--- config.mk ---
export PLATFORM = sky130hd
export DESIGN_NAME = motor_stall_overcurrent_detector_unit
export DESIGN_NICKNAME = d
export VERILOG_FILES = /design/src/sv/msod_pkg.sv /design/src/sv/msod_core.sv /design/src/sv/motor_stall_overcurrent_detector_unit.sv
export VERILOG_INCLUDE_DIRS = /design/src /design/src/sv
export SDC_FILE = /design/constraint.sdc
export NUM_CORES = 1
export LEC_CHECK = 0
export BUFFER_PORTS_ARGS = -buffer_cell sky130_fd_sc_hd__buf_2
export CORE_UTILIZATION = 50
export CTS_CLUSTER_DIAMETER = 40
export CTS_CLUSTER_SIZE = 40
export DETAILED_ROUTE_END_ITERATION = 16
export PLACE_DENSITY_LB_ADDON = 0.08
export SLEW_MARGIN = 20
export SYNTH_ARGS = -nofsm -noshare
export SYNTH_HDL_FRONTEND = slang
export SYNTH_SLANG_ARGS = --single-unit
--- constraint.sdc ---
create_clock -name aclk -period 5.8 [get_ports aclk]
set_input_delay 0 -clock aclk [delete_from_list [all_inputs] [get_ports aclk]]
set_output_delay 0 -clock aclk [all_outputs]
set_load 0.005 [all_outputs]
--- src/sv/motor_stall_overcurrent_detector_unit_assert.svh ---
// Assertion helpers for the stall/overcurrent detector.
// Every check is clocked on aclk and held off while aresetn is low.
`ifndef MOTOR_STALL_OVERCURRENT_DETECTOR_UNIT_ASSERT_SVH
`define MOTOR_STALL_OVERCURRENT_DETECTOR_UNIT_ASSERT_SVH

// Check that the consequent holds in the same cycle as the antecedent.
`define MSOD_ASSERT_SAME(label, ante, cons) \
    label: assert property (@(posedge aclk) disable iff (!aresetn) (ante) |-> (cons)) \
        else $error("msod assertion failed: same-cycle implication");

// Check that the consequent holds in the cycle after the antecedent.
`define MSOD_ASSERT_NEXT(label, ante, cons) \
    label: assert property (@(posedge aclk) disable iff (!aresetn) (ante) |=> (cons)) \
        else $error("msod assertion failed: next-cycle implication");

`endif

--- src/sv/msod_pkg.sv ---
package msod_pkg;

    // Register indexes on the configuration port
    localparam int unsigned CfgAddrW = 3;
    typedef enum logic [CfgAddrW-1:0] {
        REG_WARN_THRESHOLD = 3'd0,
        REG_TRIP_THRESHOLD = 3'd1,
        REG_SUSTAIN_LIMIT  = 3'd2,
        REG_TRIP_LIMIT     = 3'd3,
        REG_RECOVER_LIMIT  = 3'd4,
        REG_DETECT_ENABLE  = 3'd5
    } cfg_reg_t;

    localparam int unsigned CurW   = 16;
    localparam int unsigned CountW = 8;

    // Power-on register values (first motor type)
    localparam logic [CurW-1:0]   WarnThresholdRst = 16'd450;
    localparam logic [CurW-1:0]   TripThresholdRst = 16'd550;
    localparam logic [CountW-1:0] SustainLimitRst  = 8'd200;
    localparam logic [CountW-1:0] TripLimitRst     = 8'd2;
    localparam logic [CountW-1:0] RecoverLimitRst  = 8'd5;
    localparam logic              DetectEnableRst  = 1'b1;

    // Live register settings handed to the detector core
    typedef struct packed {
        logic [CurW-1:0]   warn_threshold;
        logic [CurW-1:0]   trip_threshold;
        logic [CountW-1:0] sustain_limit;
        logic [CountW-1:0] trip_limit;
        logic [CountW-1:0] recover_limit;
        logic              detect_enable;
    } msod_cfg_t;

    // One result item
    typedef struct packed {
        logic warn_event;
        logic stall_flag;
    } msod_result_t;

endpackage

--- src/sv/msod_core.sv ---
module msod_core
    import msod_pkg::*;
(
    input  logic              aclk,
    input  logic              aresetn,
    input  msod_cfg_t         cfg,
    input  logic              item_accept,
    input  logic              motor_active,
    input  logic [CurW-1:0]   current_sample,
    output msod_result_t      result
);

    logic [CountW-1:0] sustain_count_reg, sustain_count_next;
    logic [CountW-1:0] trip_count_reg, trip_count_next;
    logic [CountW-1:0] recover_count_reg, recover_count_next;
    logic              stall_latch_reg, stall_latch_next;

    logic              in_warn_band;
    logic              over_trip;
    logic [CountW-1:0] sustain_inc;
    logic [CountW-1:0] trip_inc;
    logic [CountW-1:0] recover_inc;
    logic              event_now;

    // Classify the sample against the band edges
    assign in_warn_band = (current_sample >= cfg.warn_threshold) &&
                          (current_sample <  cfg.trip_threshold);
    assign over_trip    = (current_sample >= cfg.trip_threshold);

    assign sustain_inc = sustain_count_reg + CountW'(1);
    assign trip_inc    = trip_count_reg + CountW'(1);
    assign recover_inc = recover_count_reg + CountW'(1);

    // Update counters and stall latch for the current sample
    always_comb begin
        sustain_count_next = sustain_count_reg;
        trip_count_next    = trip_count_reg;
        recover_count_next = recover_count_reg;
        stall_latch_next   = stall_latch_reg;
        event_now          = 1'b0;
        if (!motor_active) begin
            sustain_count_next = '0;
            trip_count_next    = '0;
            recover_count_next = '0;
            stall_latch_next   = 1'b0;
        end else if (cfg.detect_enable) begin
            if (in_warn_band) begin
                recover_count_next = '0;
                sustain_count_next = sustain_inc;
                if (sustain_inc >= cfg.sustain_limit) begin
                    sustain_count_next = '0;
                    stall_latch_next   = 1'b1;
                    event_now          = 1'b1;
                end
            end else if (over_trip) begin
                recover_count_next = '0;
                trip_count_next    = trip_inc;
                if (trip_inc >= cfg.trip_limit) begin
                    trip_count_next  = '0;
                    stall_latch_next = 1'b1;
                    event_now        = 1'b1;
                end
            end else begin
                recover_count_next = recover_inc;
                if (recover_inc >= cfg.recover_limit) begin
                    recover_count_next = '0;
                    trip_count_next    = '0;
                    sustain_count_next = '0;
                end
            end
        end
    end

    assign result.stall_flag = stall_latch_next;
    assign result.warn_event = event_now;

    // Advance state only on an accepted request
    always_ff @(posedge aclk) begin
        if (!aresetn) begin
            sustain_count_reg <= '0;
            trip_count_reg    <= '0;
            recover_count_reg <= '0;
            stall_latch_reg   <= 1'b0;
        end else if (item_accept) begin
            sustain_count_reg <= sustain_count_next;
            trip_count_reg    <= trip_count_next;
            recover_count_reg <= recover_count_next;
            stall_latch_reg   <= stall_latch_next;
        end
    end

endmodule

--- src/sv/motor_stall_overcurrent_detector_unit.sv ---
// A result goes to the output register when its sample is accepted, or to the
// skid entry if the output is held. One sample per cycle while s_tready is high;
// the counter compare/increment path settles within the cycle, and a two-entry
// output buffer keeps s_tready high for one extra request while m_tready is low.
// Reset (aresetn low, synchronous): counters and stall latch clear, the
// output buffer empties and the registers return to 450/550/200/2/5/enabled.
module motor_stall_overcurrent_detector_unit
    import msod_pkg::*;
(
    input  logic                aclk,
    input  logic                aresetn,
    // configuration write port
    input  logic                cfg_wr_en,
    input  logic [CfgAddrW-1:0] cfg_addr,
    input  logic [CurW-1:0]     cfg_wr_data,
    // input samples
    input  logic                s_tvalid,
    output logic                s_tready,
    input  logic [23:0]         s_tdata,   // [0] motor_active, [16:1] current_sample
    // results
    output logic                m_tvalid,
    input  logic                m_tready,
    output logic [7:0]          m_tdata    // [0] stall_flag, [1] warn_event
);

    msod_cfg_t    cfg_reg;
    msod_result_t result;
    msod_result_t out_data_reg;
    msod_result_t skid_data_reg;
    logic         out_valid_reg;
    logic         skid_valid_reg;
    logic         s_accept;
    logic         out_free;

    // Write configuration registers
    always_ff @(posedge aclk) begin
        if (!aresetn) begin
            cfg_reg.warn_threshold <= WarnThresholdRst;
            cfg_reg.trip_threshold <= TripThresholdRst;
            cfg_reg.sustain_limit  <= SustainLimitRst;
            cfg_reg.trip_limit     <= TripLimitRst;
            cfg_reg.recover_limit  <= RecoverLimitRst;
            cfg_reg.detect_enable  <= DetectEnableRst;
        end else if (cfg_wr_en) begin
            case (cfg_addr)
                REG_WARN_THRESHOLD: cfg_reg.warn_threshold <= cfg_wr_data;
                REG_TRIP_THRESHOLD: cfg_reg.trip_threshold <= cfg_wr_data;
                REG_SUSTAIN_LIMIT:  cfg_reg.sustain_limit  <= cfg_wr_data[CountW-1:0];
                REG_TRIP_LIMIT:     cfg_reg.trip_limit     <= cfg_wr_data[CountW-1:0];
                REG_RECOVER_LIMIT:  cfg_reg.recover_limit  <= cfg_wr_data[CountW-1:0];
                REG_DETECT_ENABLE:  cfg_reg.detect_enable  <= cfg_wr_data[0];
                default: ;
            endcase
        end
    end

    assign s_tready = !skid_valid_reg;
    assign s_accept = s_tvalid && s_tready;
    assign out_free = !out_valid_reg || m_tready;

    msod_core u_core (
        .aclk           (aclk),
        .aresetn        (aresetn),
        .cfg            (cfg_reg),
        .item_accept    (s_accept),
        .motor_active   (s_tdata[0]),
        .current_sample (s_tdata[16:1]),
        .result         (result)
    );

    // Hold results in the output register, spill to the skid entry on a stall
    always_ff @(posedge aclk) begin
        if (!aresetn) begin
            out_valid_reg  <= 1'b0;
            skid_valid_reg <= 1'b0;
        end else if (out_free) begin
            if (skid_valid_reg) begin
                out_valid_reg  <= 1'b1;
                skid_valid_reg <= 1'b0;
            end else begin
                out_valid_reg  <= s_accept;
            end
        end else if (s_accept) begin
            skid_valid_reg <= 1'b1;
        end
    end

    always_ff @(posedge aclk) begin
        if (out_free) begin
            if (skid_valid_reg) begin
                out_data_reg <= skid_data_reg;
            end else if (s_accept) begin
                out_data_reg <= result;
            end
        end else if (s_accept) begin
            skid_data_reg <= result;
        end
    end

    assign m_tvalid = out_valid_reg;
    assign m_tdata  = {6'b0, out_data_reg.warn_event, out_data_reg.stall_flag};

`include "motor_stall_overcurrent_detector_unit_assert.svh"

    // skid entry only fills behind a held result
    `MSOD_ASSERT_SAME(a_skid_behind_out, skid_valid_reg, out_valid_reg)
    // a warning event always comes with the stall flag set
    `MSOD_ASSERT_SAME(a_event_sets_stall, m_tvalid && m_tdata[1], m_tdata[0])
    // an accepted request always shows up as a pending result
    `MSOD_ASSERT_NEXT(a_accept_to_output, s_accept, out_valid_reg)

endmodule
* Word level (Yosys, flattened, before mapping)
Cells that the tools add are included.
Cells by class: equality and inequality tests 10, bitwise operators 2, magnitude comparators 6, reductions and logical operators 19, $add $sub $neg 3, multiplexer cells 31
Operators with widths (number):
- $mux W8 | 16
- $ge A16 B16 Y1 | 2
- $add A8 B1 Y8 const B | 3
- $ge A8 B8 Y1 | 3
- $reduce_and A2 Y1 | 9
- $lt A16 B16 Y1 | 1
- $mux W1 | 13
- $reduce_and A4 Y1 | 2
- $eq A3 B2 Y1 const B | 2
- $eq A3 B3 Y1 const B | 2
- $ne A3 B1 Y1 const B | 2
- $mux W2 | 2
- $eq A3 B1 Y1 const B | 1
- $logic_not A3 Y1 | 1
- $ne A3 B2 Y1 const B | 1
- $logic_and A1 B1 Y1 | 2
- $logic_not A1 Y1 | 2
- $ne A2 B1 Y1 const B | 1
- $ne A2 B2 Y1 const B | 1
- $not A1 Y1 | 2
- $reduce_bool A2 Y1 | 1
- $reduce_or A2 Y1 | 1
- $logic_or A1 B1 Y1 | 1
Storage, ports and cells: output and inout bits 10, register bits after elaboration 88, logic and storage cells 87, input bits 48

* Longest topological paths before layout
Gate-level depths: netlist of the first run.
depth in word-level cells 9, mapped depth 13

* By module
Synthesis of the first run repeated with hierarchy kept, for this count alone.
Unflattened totals: cell total of the unflattened synthesis 616, area, all modules 5407.7 um^2
By module, submodules not included:
- msod_core | cells an instance 374, sequential area each 500.5 um^2, area each 2894.0 um^2, times used 1
- motor_stall_overcurrent_detector_unit | cells an instance 242, sequential area each 1301.2 um^2, area each 2513.7 um^2, times used 1

* Worst setup path before layout of the first run
OpenSTA, ideal clock, no wires.
kind register -> register, start point register u_core.sustain_count_reg[2], end point register out_data_reg, in the netlist m_tdata[1], data pin, setup slack 2976 ps, data arrival time 2564 ps, stages on the path, launching flop included 13, setup time 260 ps, cells stage by stage dfxtp_1 -> and3_1 -> nand3_1 -> or2_2 -> nand2_1 -> ha_1 -> a2111oi_0 -> nor2b_1 -> o21ai_0 -> o211ai_1 -> nor2_1 -> mux2_2 -> mux2_2
On the way: cells in the longest elaborated chain, start to end 8
Ends and longest elaborated chain:
- start: declaration | RTL line msod_core.sv:13 | logic [CountW-1:0] sustain_count_reg, sustain_count_next;
- start signal: assignment | RTL line msod_core.sv:85 | sustain_count_reg <= sustain_count_next;
- $add A8 B1 Y8 | RTL line msod_core.sv:30 | assign sustain_inc = sustain_count_reg + CountW'(1);
- $ge A8 B8 Y1 | RTL line msod_core.sv:50 | if (sustain_inc >= cfg.sustain_limit) begin
- $mux W1 | RTL line msod_core.sv:50
- $mux W1 | RTL line msod_core.sv:47 | if (in_warn_band) begin
- $mux W1 | RTL line msod_core.sv:46 | end else if (cfg.detect_enable) begin
- $mux W1 | RTL line msod_core.sv:41 | if (!motor_active) begin
- via u_core.event_now | RTL line msod_core.sv:23 | logic event_now;
- $mux W2 | RTL line motor_stall_overcurrent_detector_unit.sv:92 | end else if (s_accept) begin
- $mux W2 | RTL line motor_stall_overcurrent_detector_unit.sv:90 | if (skid_valid_reg) begin
- end signal: assignment | RTL line motor_stall_overcurrent_detector_unit.sv:91 | out_data_reg <= skid_data_reg;
- end signal: assignment | RTL line motor_stall_overcurrent_detector_unit.sv:93 | out_data_reg <= result;
- end: declaration | RTL line motor_stall_overcurrent_detector_unit.sv:28 | msod_result_t out_data_reg;
The timed path passes the listed nets, and every way through them passes these cells. The select of a mux whose other input is x is not followed. A chain may end at the register's enable or synchronous reset.

* Worst setup path in the final report of the first run
Same ends and word-level chain as after synthesis.

==> results of run 1 <==
[tightest hold or removal path: stages]
cell	delay, ns
buf_2	0.14
nand2_1	0.08
o21ai_0	0.07
[what timing repair did]
item | in CTS | in global routing
gates resized for setup | 0 | 0
endpoints found under the hold margin | 59 | 0
hold buffers | 21 | 0
setup buffers | 0 | 0
[where the power goes]
group | total [uW] | internal [uW] | switching [uW]
combinational | 158 | 67.2 | 90.7
sequential | 628 | 621 | 6.33
clock | 424 | 209 | 215
[per-stage QoR]
stage | area, um2 | total power (uW) | util [%] | std cells
floorplan | 5250 | 740 | - | 626
global placement | 5500 | 784 | 55.3 | 777
detailed placement | 5500 | 788 | 55.3 | 777
CTS | 5900 | 1230 | 59.3 | 814
global route | 5900 | 1270 | 59.3 | 814
finish | 5900 | 1210 | 59.3 | 814
[area by class of cell]
class                   count  area share, %
inverters                  59           3.75
repair buffers             65           7.33
well taps                 133           2.82
clock buffers              12           2.46
multi-input cells         453           52.4
clock inverters             4          0.763
flip-flops and latches     88           30.5
[routing by layer]
layer,GRT usage (%),wire length (um)
met2,36.8,5300
met4,6.33,142
met5,0,0
met3,5.45,424
met1,28.8,5530
[placed cells by master, fill, tap and decap left out, drive strengths merged, types with 18 or more instances in the layout]
master       instances
buf                 44
ha                  59
dfxtp               84
o21ai               22
inv                 59
nand2              131
dlygate4sd3         21
a21oi               18
a21boi              46
nor2                21
[path summary, 6_finish.rpt]
| kind | slack (ns) | cells past startpoint | end |
|---|---|---|---|
| setup / recovery | 2.55 | 12 | m_tdata[1] |
| hold / removal | 0.02 | 3 | skid_data_reg[0] |
| setup reg to reg | 2.55 | 12 | m_tdata[1] |
| hold reg to reg | 0.47 | 2 | cfg_reg[45] |
[synth_stat cells (6+ instances only)]
| cell | count |
|---|---|
| xor2_1 | 7 |
| dfxtp_1 | 84 |
| inv_1 | 59 |
| or2_2 | 8 |
| nand3_1 | 16 |
| nor3_1 | 6 |
| nand2_1 | 131 |
| and3_1 | 6 |
| o21ai_0 | 21 |
| a21oi_1 | 16 |
| buf_4 | 6 |
| clkbuf_1 | 17 |
| a21boi_0 | 46 |
| o211ai_1 | 16 |
| ha_1 | 59 |
| nand2b_1 | 7 |
| nor2b_1 | 8 |
| nor2_1 | 20 |
[cell families (layout without fill, tap and decap cells)]
logic type	count (synthesis)	count (layout)	synth area share [%]
buf+inv	85	140	6.75
other cells	1	6	0.0717
fa+ha+maj	59	59	14.1
mux	5	5	1.05
xor+xnor	12	12	2.01
flops	88	88	34.5
simple gates	222	222	19.2
compound gates	149	149	22.3
==> flow_metrics.env, run 1 <==
export IMPL_via_count=4310
export IMPL_hold_viol=0
export IMPL_path_cells="and3_1, nand3_1, or2_2, nand2_1, ha_1, a2111oi_0, nor2b_1, o21ai_0, o211ai_1, nor2_1, mux2_2, mux2_2"
export IMPL_slowest_delay_ns=0.58
export IMPL_ys_types=59
export IMPL_netlist_area_mm2=0.00523
export IMPL_multi_input_area_mm2=0.00309
export IMPL_startpoint_type="flip-flop"
export IMPL_die_h_um=104
export IMPL_crit_required_ns=5.92
export IMPL_place_gp_congestion=0.802
export IMPL_skew_ns=0.00855
export IMPL_p_leak_uw=0.00249
export IMPL_wl_per_cell_um=14.0
export IMPL_ys_ff_latch=88
export IMPL_cts_root_buffer="clkbuf_8"
export IMPL_timing_fmax_ghz=0.307
export IMPL_ys_warn_count=0
export IMPL_rows=36
export IMPL_crit_slowest_cell="a2111oi_0"
export IMPL_core_mm2=0.00995
export IMPL_critical_path_top_delay_family="simple AND/OR/NAND/NOR gates"
export IMPL_start_util_pct=52.5
export IMPL_clk_latency_ns=0.37
export IMPL_grt_max_degree=74
export IMPL_worstReg2RegStart="u_core.sustain_count_reg[2]"
export IMPL_dpl_hpwl_um=8400
export IMPL_status="complete, no violations"
export IMPL_cp_common_cell="mux2_2"
export IMPL_grt_pass1_vias=4121
export IMPL_drtAntennaViolNets=0
export IMPL_synth_async_reset_ratio_pct=0
export IMPL_slew_limit_headroom_pct=42.3
export IMPL_fin_crit_sh_pct=56.1
export IMPL_end_kind="flip-flop"
export IMPL_cp_data_arrival_time_ns=3.38
export IMPL_startpoint="u_core.sustain_count_reg[2]"
export IMPL_io_buffers=44
export IMPL_worstHoldStart="s_tdata[0]"
export IMPL_top_level_ports=58
export IMPL_synth_top_cell_area_share_pct=32.2
export IMPL_netlist_instances=621
export IMPL_rsz0062_at_grt="no"
export IMPL_grt_overflow=0
export IMPL_p_per_area_mw_per_mm2=205
export IMPL_cts_htree_levels=3
export IMPL_layout_drive_gt1_share_pct=15.3
export IMPL_critPathKind="flip-flop to flip-flop"
export IMPL_fin_setup_tns_ns=0
export IMPL_max_vdd_ir_drop_v=0.000168
export IMPL_cp_max_fo=6
export IMPL_worstMarginPinSlew_ns=0.866
export IMPL_routed_wl_um=11400
export IMPL_min_path_type="input port to flip-flop"
export IMPL_drt_first_pass_iters=4
export IMPL_whs_ns=0.0247
export IMPL_drc=0
export IMPL_cts_tree="built"
export IMPL_synth_area_leader_cell="dfxtp_1"
export IMPL_regArea_mm2=0.00180
export IMPL_drt_iter0_markers=156
export IMPL_dp_slack_ns=2.63
export IMPL_period_needed_ns=3.25
export IMPL_grt_usage_pct=22.3
export IMPL_ys_seq_area_share_pct=34.5
export IMPL_synth_edf_count=4
export IMPL_worst_path_buf_inv=0
export IMPL_area_delta_synth_final_pct=12.9
export IMPL_maxCapViolations=0
export IMPL_nets=783
export IMPL_setup_viol=0
export IMPL_dieArea_mm2=0.0109
export IMPL_antenna_found_initial=0
export IMPL_clk_path_buf_depth=2
export IMPL_fin_ws_ns=2.55
export IMPL_numCtsBuffers=9
export IMPL_grt_pass1_wl_um=19100
export IMPL_largest_reg_flops=57
export IMPL_drv_slew=0
export IMPL_die_w_um=104
export IMPL_fillers=911
export IMPL_syn_avg_cell_area_um2=8.42
export IMPL_yosys_top_cells_area="dfxtp_1 (32%), ha_1 (14%), nand2_1 (9.4%)"
export IMPL_clock_sinks=88
export IMPL_vias_per_cell=5.29
export IMPL_cts_clk_slew_worst_paths_ns=0.09
export IMPL_synth_flop_cell="dfxtp_1"
export IMPL_diodes=0
(Power assumes the default switching activity.)
==> run 2: changes to the inputs <==
Settings changed: ABC_AREA from default to 1.
Clock period 5.8 ns to 2.7 ns, I/O delays scaled along.
==> run 2 against run 1 <==
Effect of this change:
- synthesized cell count increased by 19%
- maximum frequency increased by 27%
- via count increased by 9.8%
- global-route usage increased by 0.49 points
- largest power group unchanged
- flip-flop and latch count unchanged
- highest routed layer unchanged
==> flow_metrics.env, run 2 <==
export IMPL_status="complete, no violations"
export IMPL_ys_warn_count=0
export IMPL_vias_per_cell=4.96
export IMPL_critPathKind="flip-flop to flip-flop"
export IMPL_timing_fmax_ghz=0.390
export IMPL_fin_crit_sh_pct=95.0
export IMPL_cp_max_fo=5
export IMPL_area_delta_synth_final_pct=19.1
export IMPL_die_h_um=106
export IMPL_grt_usage_pct=22.7
export IMPL_layout_common_cells="nand2_1 (137), inv_1 (115), dfxtp_1 (77)"
export IMPL_grt_pass1_vias=4468
export IMPL_io_buffers=44
export IMPL_p_leak_uw=0.00312
export IMPL_setup_viol=0
export IMPL_numCtsBuffers=9
export IMPL_synth_top_cell_area_share_pct=31.0
export IMPL_min_path_type="input port to flip-flop"
export IMPL_end_kind="flip-flop"
export IMPL_cts_tree="built"
export IMPL_reg2regPathDepth=16
export IMPL_core_mm2=0.0104
export IMPL_synth_async_reset_ratio_pct=0
export IMPL_wl_per_cell_um=12.7
export IMPL_dpl_hpwl_um=8810
export IMPL_drt_iter0_markers=171
export IMPL_worstMarginPinSlew_ns=0.710
export IMPL_synth_most_common_cell="nand2_1"
export IMPL_slew_limit_headroom_pct=52.6
export IMPL_fin_setup_tns_ns=0
export IMPL_synth_flop_cell="dfxtp_1"
export IMPL_place_gp_congestion=0.813
export IMPL_rsz0062_at_grt="yes"
export IMPL_routed_wl_um=12100
export IMPL_max_vdd_ir_drop_v=0.000384
export IMPL_multi_input_area_mm2=0.00316
export IMPL_regArea_mm2=0.00182
export IMPL_whs_ns=0.0170
export IMPL_cts_htree_levels=3
export IMPL_netlist_area_mm2=0.00542
export IMPL_drc=0
export IMPL_grt_overflow=0
export IMPL_fin_area_mm2=0.00646
export IMPL_maxCapViolations=0
export IMPL_grt_max_degree=48
export IMPL_start_util_pct=52.1
export IMPL_cts_clk_slew_worst_paths_ns=0.10
export IMPL_layout_drive_gt1_share_pct=18.6
export IMPL_skew_ns=0.0106
export IMPL_worstReg2RegStart="u_core.recover_count_reg[0]"
export IMPL_drv_slew=0
export IMPL_p_per_area_mw_per_mm2=489
export IMPL_reg2reg_slack_ns=0.13
export IMPL_ys_seq_area_share_pct=33.2
export IMPL_yosys_top_cells_area="dfxtp_1 (31%), ha_1 (14%), nand2_1 (9.7%)"
export IMPL_dieArea_mm2=0.0113
export IMPL_netlist_top_cells_count="nand2_1 (140), inv_1 (115), dfxtp_1 (84)"
export IMPL_hold_viol=0
export IMPL_clock_sinks=88
export IMPL_cp_data_arrival_time_ns=2.84
export IMPL_fillers=983
export IMPL_post_dp_cell_area_mm2=0.00579
export IMPL_nets=921
export IMPL_cts_root_buffer="clkbuf_8"
export IMPL_via_count=4733
export IMPL_synth_edf_count=4
export IMPL_netlist_instances=739
export IMPL_clk_path_buf_depth=2
export IMPL_hold_depth=4
export IMPL_drtAntennaViolNets=0
export IMPL_antenna_found_initial=0
export IMPL_ys_ff_latch=88
export IMPL_utilization_pct=62.0
export IMPL_crit_required_ns=2.97
export IMPL_rows=37
export IMPL_grt_pass1_wl_um=20100
export IMPL_largest_reg_flops=57
export IMPL_whs_endpoint="cfg_reg[10]"
export IMPL_startpoint_type="flip-flop"
export IMPL_synth_area_leader_cell="dfxtp_1"
export IMPL_clk_latency_ns=0.38
export IMPL_diodes=0
export IMPL_ys_types=37
export IMPL_drt_first_pass_iters=4
export IMPL_top_level_ports=58
export IMPL_final_common_cell="nand2_1"
export IMPL_worstReg2RegEnd="u_core.sustain_count_reg[7]"
export IMPL_die_w_um=106
export IMPL_worstHoldStart="cfg_addr[0]"
export IMPL_syn_avg_cell_area_um2=7.34
export IMPL_period_needed_ns=2.57
run 2: final cells by class:
class                   instances  area share, %
repair buffers                 85           9.57
flip-flops and latches         88           28.1
clock buffers                  10           2.30
inverters                     121           7.03
multi-input cells             509           48.9
well taps                     136           2.63
clock inverters                 6           1.39
run 2: worst max-delay path by stage:
| stage | cells past startpoint | from | to | slack, ns |
|---|---|---|---|---|
| detailed placement | 17 | u_core.recover_count_reg[0] | u_core.sustain_count_reg[4] | -0.007 |
| CTS | 16 | u_core.recover_count_reg[0] | u_core.sustain_count_reg[3] | 0.06 |
| global placement | 17 | u_core.recover_count_reg[0] | u_core.sustain_count_reg[5] | 0.08 |
| global route | 17 | u_core.trip_count_reg[2] | u_core.trip_count_reg[3] | -0.05 |
| floorplan | 16 | u_core.recover_count_reg[0] | u_core.sustain_count_reg[3] | 0.05 |
| finish | 16 | u_core.recover_count_reg[0] | u_core.sustain_count_reg[7] | 0.13 |
run 2: cell families (layout without fill, tap and decap cells):
kind of cell | after synthesis | in the layout | share of synthesized area (%)
xor gates and xnor gates | 15 | 15 | 2.42
DFF | 88 | 88 | 33.2
other | 1 | 6 | 0.0691
adders and majority gates | 59 | 59 | 13.6
buffers and inverters | 147 | 222 | 11.3
and+or+nand+nor | 290 | 290 | 25.0
AOI/OAI and AO/OA | 139 | 139 | 14.4
run 2: worst max-delay path, stage by stage (launching register included):
cell and delay [ns]:
dfxtp_2 0.35, buf_4 0.13, ha_4 0.14, nand3_2 0.09, nand3b_1 0.17, xor2_1 0.17, inv_1 0.06, ha_1 0.28
nand2_2 0.11, a21oi_2 0.06, nor2_4 0.13, nand3_2 0.09, nand4_1 0.14, nand3_4 0.14, clkbuf_16 0.20, a21oi_2 0.13
nor2_2 0.05
run 2: report_power, final:
group          total, uW  internal [uW]  switching, uW
registers           1410           1370           40.7
clock network       1090            579            507
logic                663            272            391
total               3160           2220            939
run 2: repair_timing:
action / CTS / global route
pin swaps: 0 / 24
setup endpoints to repair: 3 / 27
endpoints found under the hold margin: 35 / 0
gates resized for setup: 0 / 35
hold buffers: 19 / 0
setup buffers: 1 / 6
cloned: 0 / 1
run 2: per-layer routing:
layer / share of wire, % / global-route usage (%) / up-vias
li1: - / - / 2518
met1: 49 / 28.7 / 2131
met2: 46 / 38.1 / 63
met3: 3.2 / 3.86 / 21
met4: 2.6 / 9.72 / 0
met5: 0 / 0 / -
run 2: metrics by stage:
step                      power, uW  worst slack (ns)  instances
after global placement         2020            0.0761        912
after global routing           3350           -0.0486        955
after CTS                      3150            0.0615        948
final                          3160             0.134        955
after floorplan                1870            0.0453        744
after detailed placement       2040          -0.00726        912
==> run 3: changes to the inputs <==
Settings changed: CTS_BUF_LIST from default to sky130_fd_sc_hd__clkbuf_8 sky130_fd_sc_hd__clkbuf_16, SYNTH_HIERARCHICAL from default to 1.
==> run 3 against run 2 <==
Effect of this change:
- cell count increased by 13%
- global-route usage increased by 2.1 points
- worst hold slack improved by 0.075 ns
- first-iteration DRC count increased by 71%
- count of clock-buffer cells in the layout increased by 1
==> flow_metrics.env, run 3 <==
export IMPL_status="complete, no violations"
export IMPL_clk_latency_ns=0.34
export IMPL_path_cells="inv_2, nor3_4, nand4_1, nor2_1, xor2_1, ha_1, nand2_2, nor2_2, nor3_2, nand3_1, nand2_1, nand2_1, nand3b_1, nand2_1, nand2_1, nand2_1"
export IMPL_ys_types=35
export IMPL_sequentialPowerShare_pct=39.7
export IMPL_synth_top_cell_area_share_pct=29.0
export IMPL_slew_limit_headroom_pct=50.0
export IMPL_crit_required_ns=2.80
export IMPL_skew_ns=0.00367
export IMPL_ys_ff_latch=88
export IMPL_netlist_instances=868
export IMPL_layout_drive_gt1_share_pct=14.4
export IMPL_cts_htree_levels=3
export IMPL_netlist_top_cells_count="nand2_1 (203), inv_1 (142), nor2_1 (140)"
export IMPL_via_count=5362
export IMPL_start_util_pct=52.4
export IMPL_routed_wl_um=13700
export IMPL_cp_max_fo=3
export IMPL_cts_tree="built"
export IMPL_min_path_type="input port to flip-flop"
export IMPL_diodes=0
export IMPL_cts_root_buffer="clkbuf_16"
export IMPL_cts_clk_slew_worst_paths_ns=0.06
export IMPL_rows=38
export IMPL_antenna_found_initial=0
export IMPL_drv_slew=0
export IMPL_drtAntennaViolNets=0
export IMPL_ys_seq_area_share_pct=31.0
export IMPL_p_per_area_mw_per_mm2=522
export IMPL_synth_edf_count=4
export IMPL_p_clk_share_pct=41.3
export IMPL_worstMarginPinSlew_ns=0.748
export IMPL_yosys_top_cells_area="dfxtp_1 (29%), nand2_1 (13%), ha_1 (13%)"
export IMPL_grt_usage_pct=24.8
export IMPL_top_level_ports=58
export IMPL_fin_crit_sh_pct=94.8
export IMPL_place_gp_congestion=0.828
export IMPL_period_needed_ns=2.56
export IMPL_cp_data_arrival_time_ns=2.66
export IMPL_dpl_hpwl_um=10200
export IMPL_drc=0
export IMPL_core_mm2=0.0111
export IMPL_setup_viol=0
export IMPL_wl_per_cell_um=12.8
export IMPL_area_delta_synth_final_pct=17.4
export IMPL_fin_ws_ns=0.139
export IMPL_grt_overflow=0
export IMPL_drt_first_pass_iters=5
export IMPL_p_leak_uw=0.00355
export IMPL_grt_pass1_vias=5158
export IMPL_dp_slack_ns=0.00635
export IMPL_largest_reg_flops=57
export IMPL_startpoint_type="flip-flop"
export IMPL_io_buffers=44
export IMPL_synth_area_leader_cell="dfxtp_1"
export IMPL_layout_common_cells="nand2_1 (201), inv_1 (139), nor2_1 (136)"
export IMPL_p_comb_share_pct=19.0
export IMPL_grt_max_degree=32
export IMPL_timing_fmax_ghz=0.390
export IMPL_maxCapViolations=0
export IMPL_vias_per_cell=4.99
export IMPL_slowest_delay_ns=0.35
export IMPL_net_switching_power_uw=982
export IMPL_critPathKind="flip-flop to flip-flop"
export IMPL_intPower_uw=2580
export IMPL_final_common_cell="nand2_1"
export IMPL_clk_path_buf_depth=2
export IMPL_total_power_uw=3560
export IMPL_synth_flop_cell="dfxtp_1"
export IMPL_syn_avg_cell_area_um2=6.69
export IMPL_sw_frac_of_total_pct=27.6
export IMPL_synth_async_reset_ratio_pct=0
export IMPL_netlist_area_mm2=0.00581
export IMPL_crit_slowest_cell="dfxtp_2"
export IMPL_whs_ns=0.0917
export IMPL_nets=1037
export IMPL_end_kind="flip-flop"
export IMPL_drt_iter0_markers=292
export IMPL_grt_pass1_wl_um=23100
export IMPL_clock_sinks=88
export IMPL_numCtsBuffers=9
export IMPL_cp_common_cell="nand2_1"
export IMPL_dieArea_mm2=0.0120
export IMPL_rsz0062_at_grt="yes"
export IMPL_utilization_pct=61.5
export IMPL_die_w_um=110
export IMPL_die_h_um=110
export IMPL_hold_viol=0
export IMPL_ys_warn_count=6
export IMPL_max_vdd_ir_drop_v=0.000411
export IMPL_synth_most_common_cell="nand2_1"
## run 3: cell count changes in the layout (fill, tap and decap cells not counted), moves of 5 or more
cell,before,now
nor2_1,69,136
nand3_1,20,85
nand2_1,137,201
o21ai_0,45,8
a21oi_1,64,30
inv_1,115,139
o211ai_1,12,0
buf_4,19,10
clkbuf_16,2,9
clkbuf_8,9,2
a21oi_2,7,1
inv_2,5,10
## run 3: power by group through the flow
| stage | Sequential (uW) | Clock [uW] | Combinational (uW) |
|---|---|---|---|
| 5_1_grt | 1420 | 1550 | 777 |
| 6_report | 1410 | 1470 | 676 |
| 3_5_place_dp | 1440 | 0 | 614 |
| 3_3_place_gp | 1440 | 0 | 591 |
| 2_1_floorplan | 1430 | 0 | 470 |
| 4_1_cts | 1410 | 1500 | 640 |
## run 3: worst max-delay path, delay by kind of cell, from the launching register on
family,cells,cell delay [ns]
XOR/XNOR,1,0.21
AND/OR/NAND/NOR,13,1.42
buffers and inverters,1,0.06
adder cells (fa/ha/maj),1,0.28
flip-flops,1,0.35
## run 3: metal layers
metal,global-route usage [%],vias up,wire (um)
li1,-,2812,-
met5,0,-,0
met4,5.81,0,155
met1,29.2,2444,6250
met2,45.1,96,6740
met3,6.16,10,589
## run 3: final timing paths
check	startpoint	endpoint	slack [ns]	cells after the start
worst min-delay path	cfg_addr[0]	cfg_reg[0]	0.09	4
worst min register to register	cfg_reg[48]	cfg_reg[48]	0.47	2
worst max-delay path	u_core/trip_count_reg[0]	m_tdata[0]	0.14	16
worst max register to register	u_core/trip_count_reg[0]	m_tdata[0]	0.14	16
## run 3: layout make-up
cell class | count | area (um2)
flip-flops and latches | 88 | 1820
well taps | 140 | 175
clock buffers | 11 | 253
repair buffers | 73 | 487
fillers | 1014 | 4260
multi-input cells | 609 | 3430
clock inverters | 5 | 101
inverters | 149 | 559
## run 3: logic make-up (layout without fill, tap and decap cells)
kind of cell / count (synthesis) / in the layout / share of synthesized area, %
and+or+nand+nor: 483 / 485 / 36.7
buffers and inverters: 178 / 238 / 13.1
DFF: 88 / 88 / 31.0
adders and majority gates: 59 / 59 / 12.7
AOI/OAI and AO/OA: 45 / 45 / 4.24
xor gates and xnor gates: 14 / 14 / 2.11
other: 1 / 6 / 0.0646
## run 3: stage by stage
| stage | cells | TNS (ns) | cell area, um2 |
|---|---|---|---|
| after floorplan | 873 | 0 | 5830 |
| after global placement | 1036 | 0 | 6080 |
| after detailed placement | 1036 | 0 | 6080 |
| after CTS | 1070 | 0 | 6630 |
| after global routing | 1075 | -0.163 | 6820 |
| final | 1075 | 0 | 6820 |
## run 3: what timing repair did
| action | in CTS | in global routing |
|---|---|---|
| cloned | 0 | 2 |
| setup endpoints to repair | 2 | 29 |
| pin swaps | 1 | 27 |
| buffers inserted | 0 | 3 |
| gates resized for setup | 2 | 40 |
| endpoints found under the hold margin | 29 | 0 |
| hold buffers | 18 | 0 |
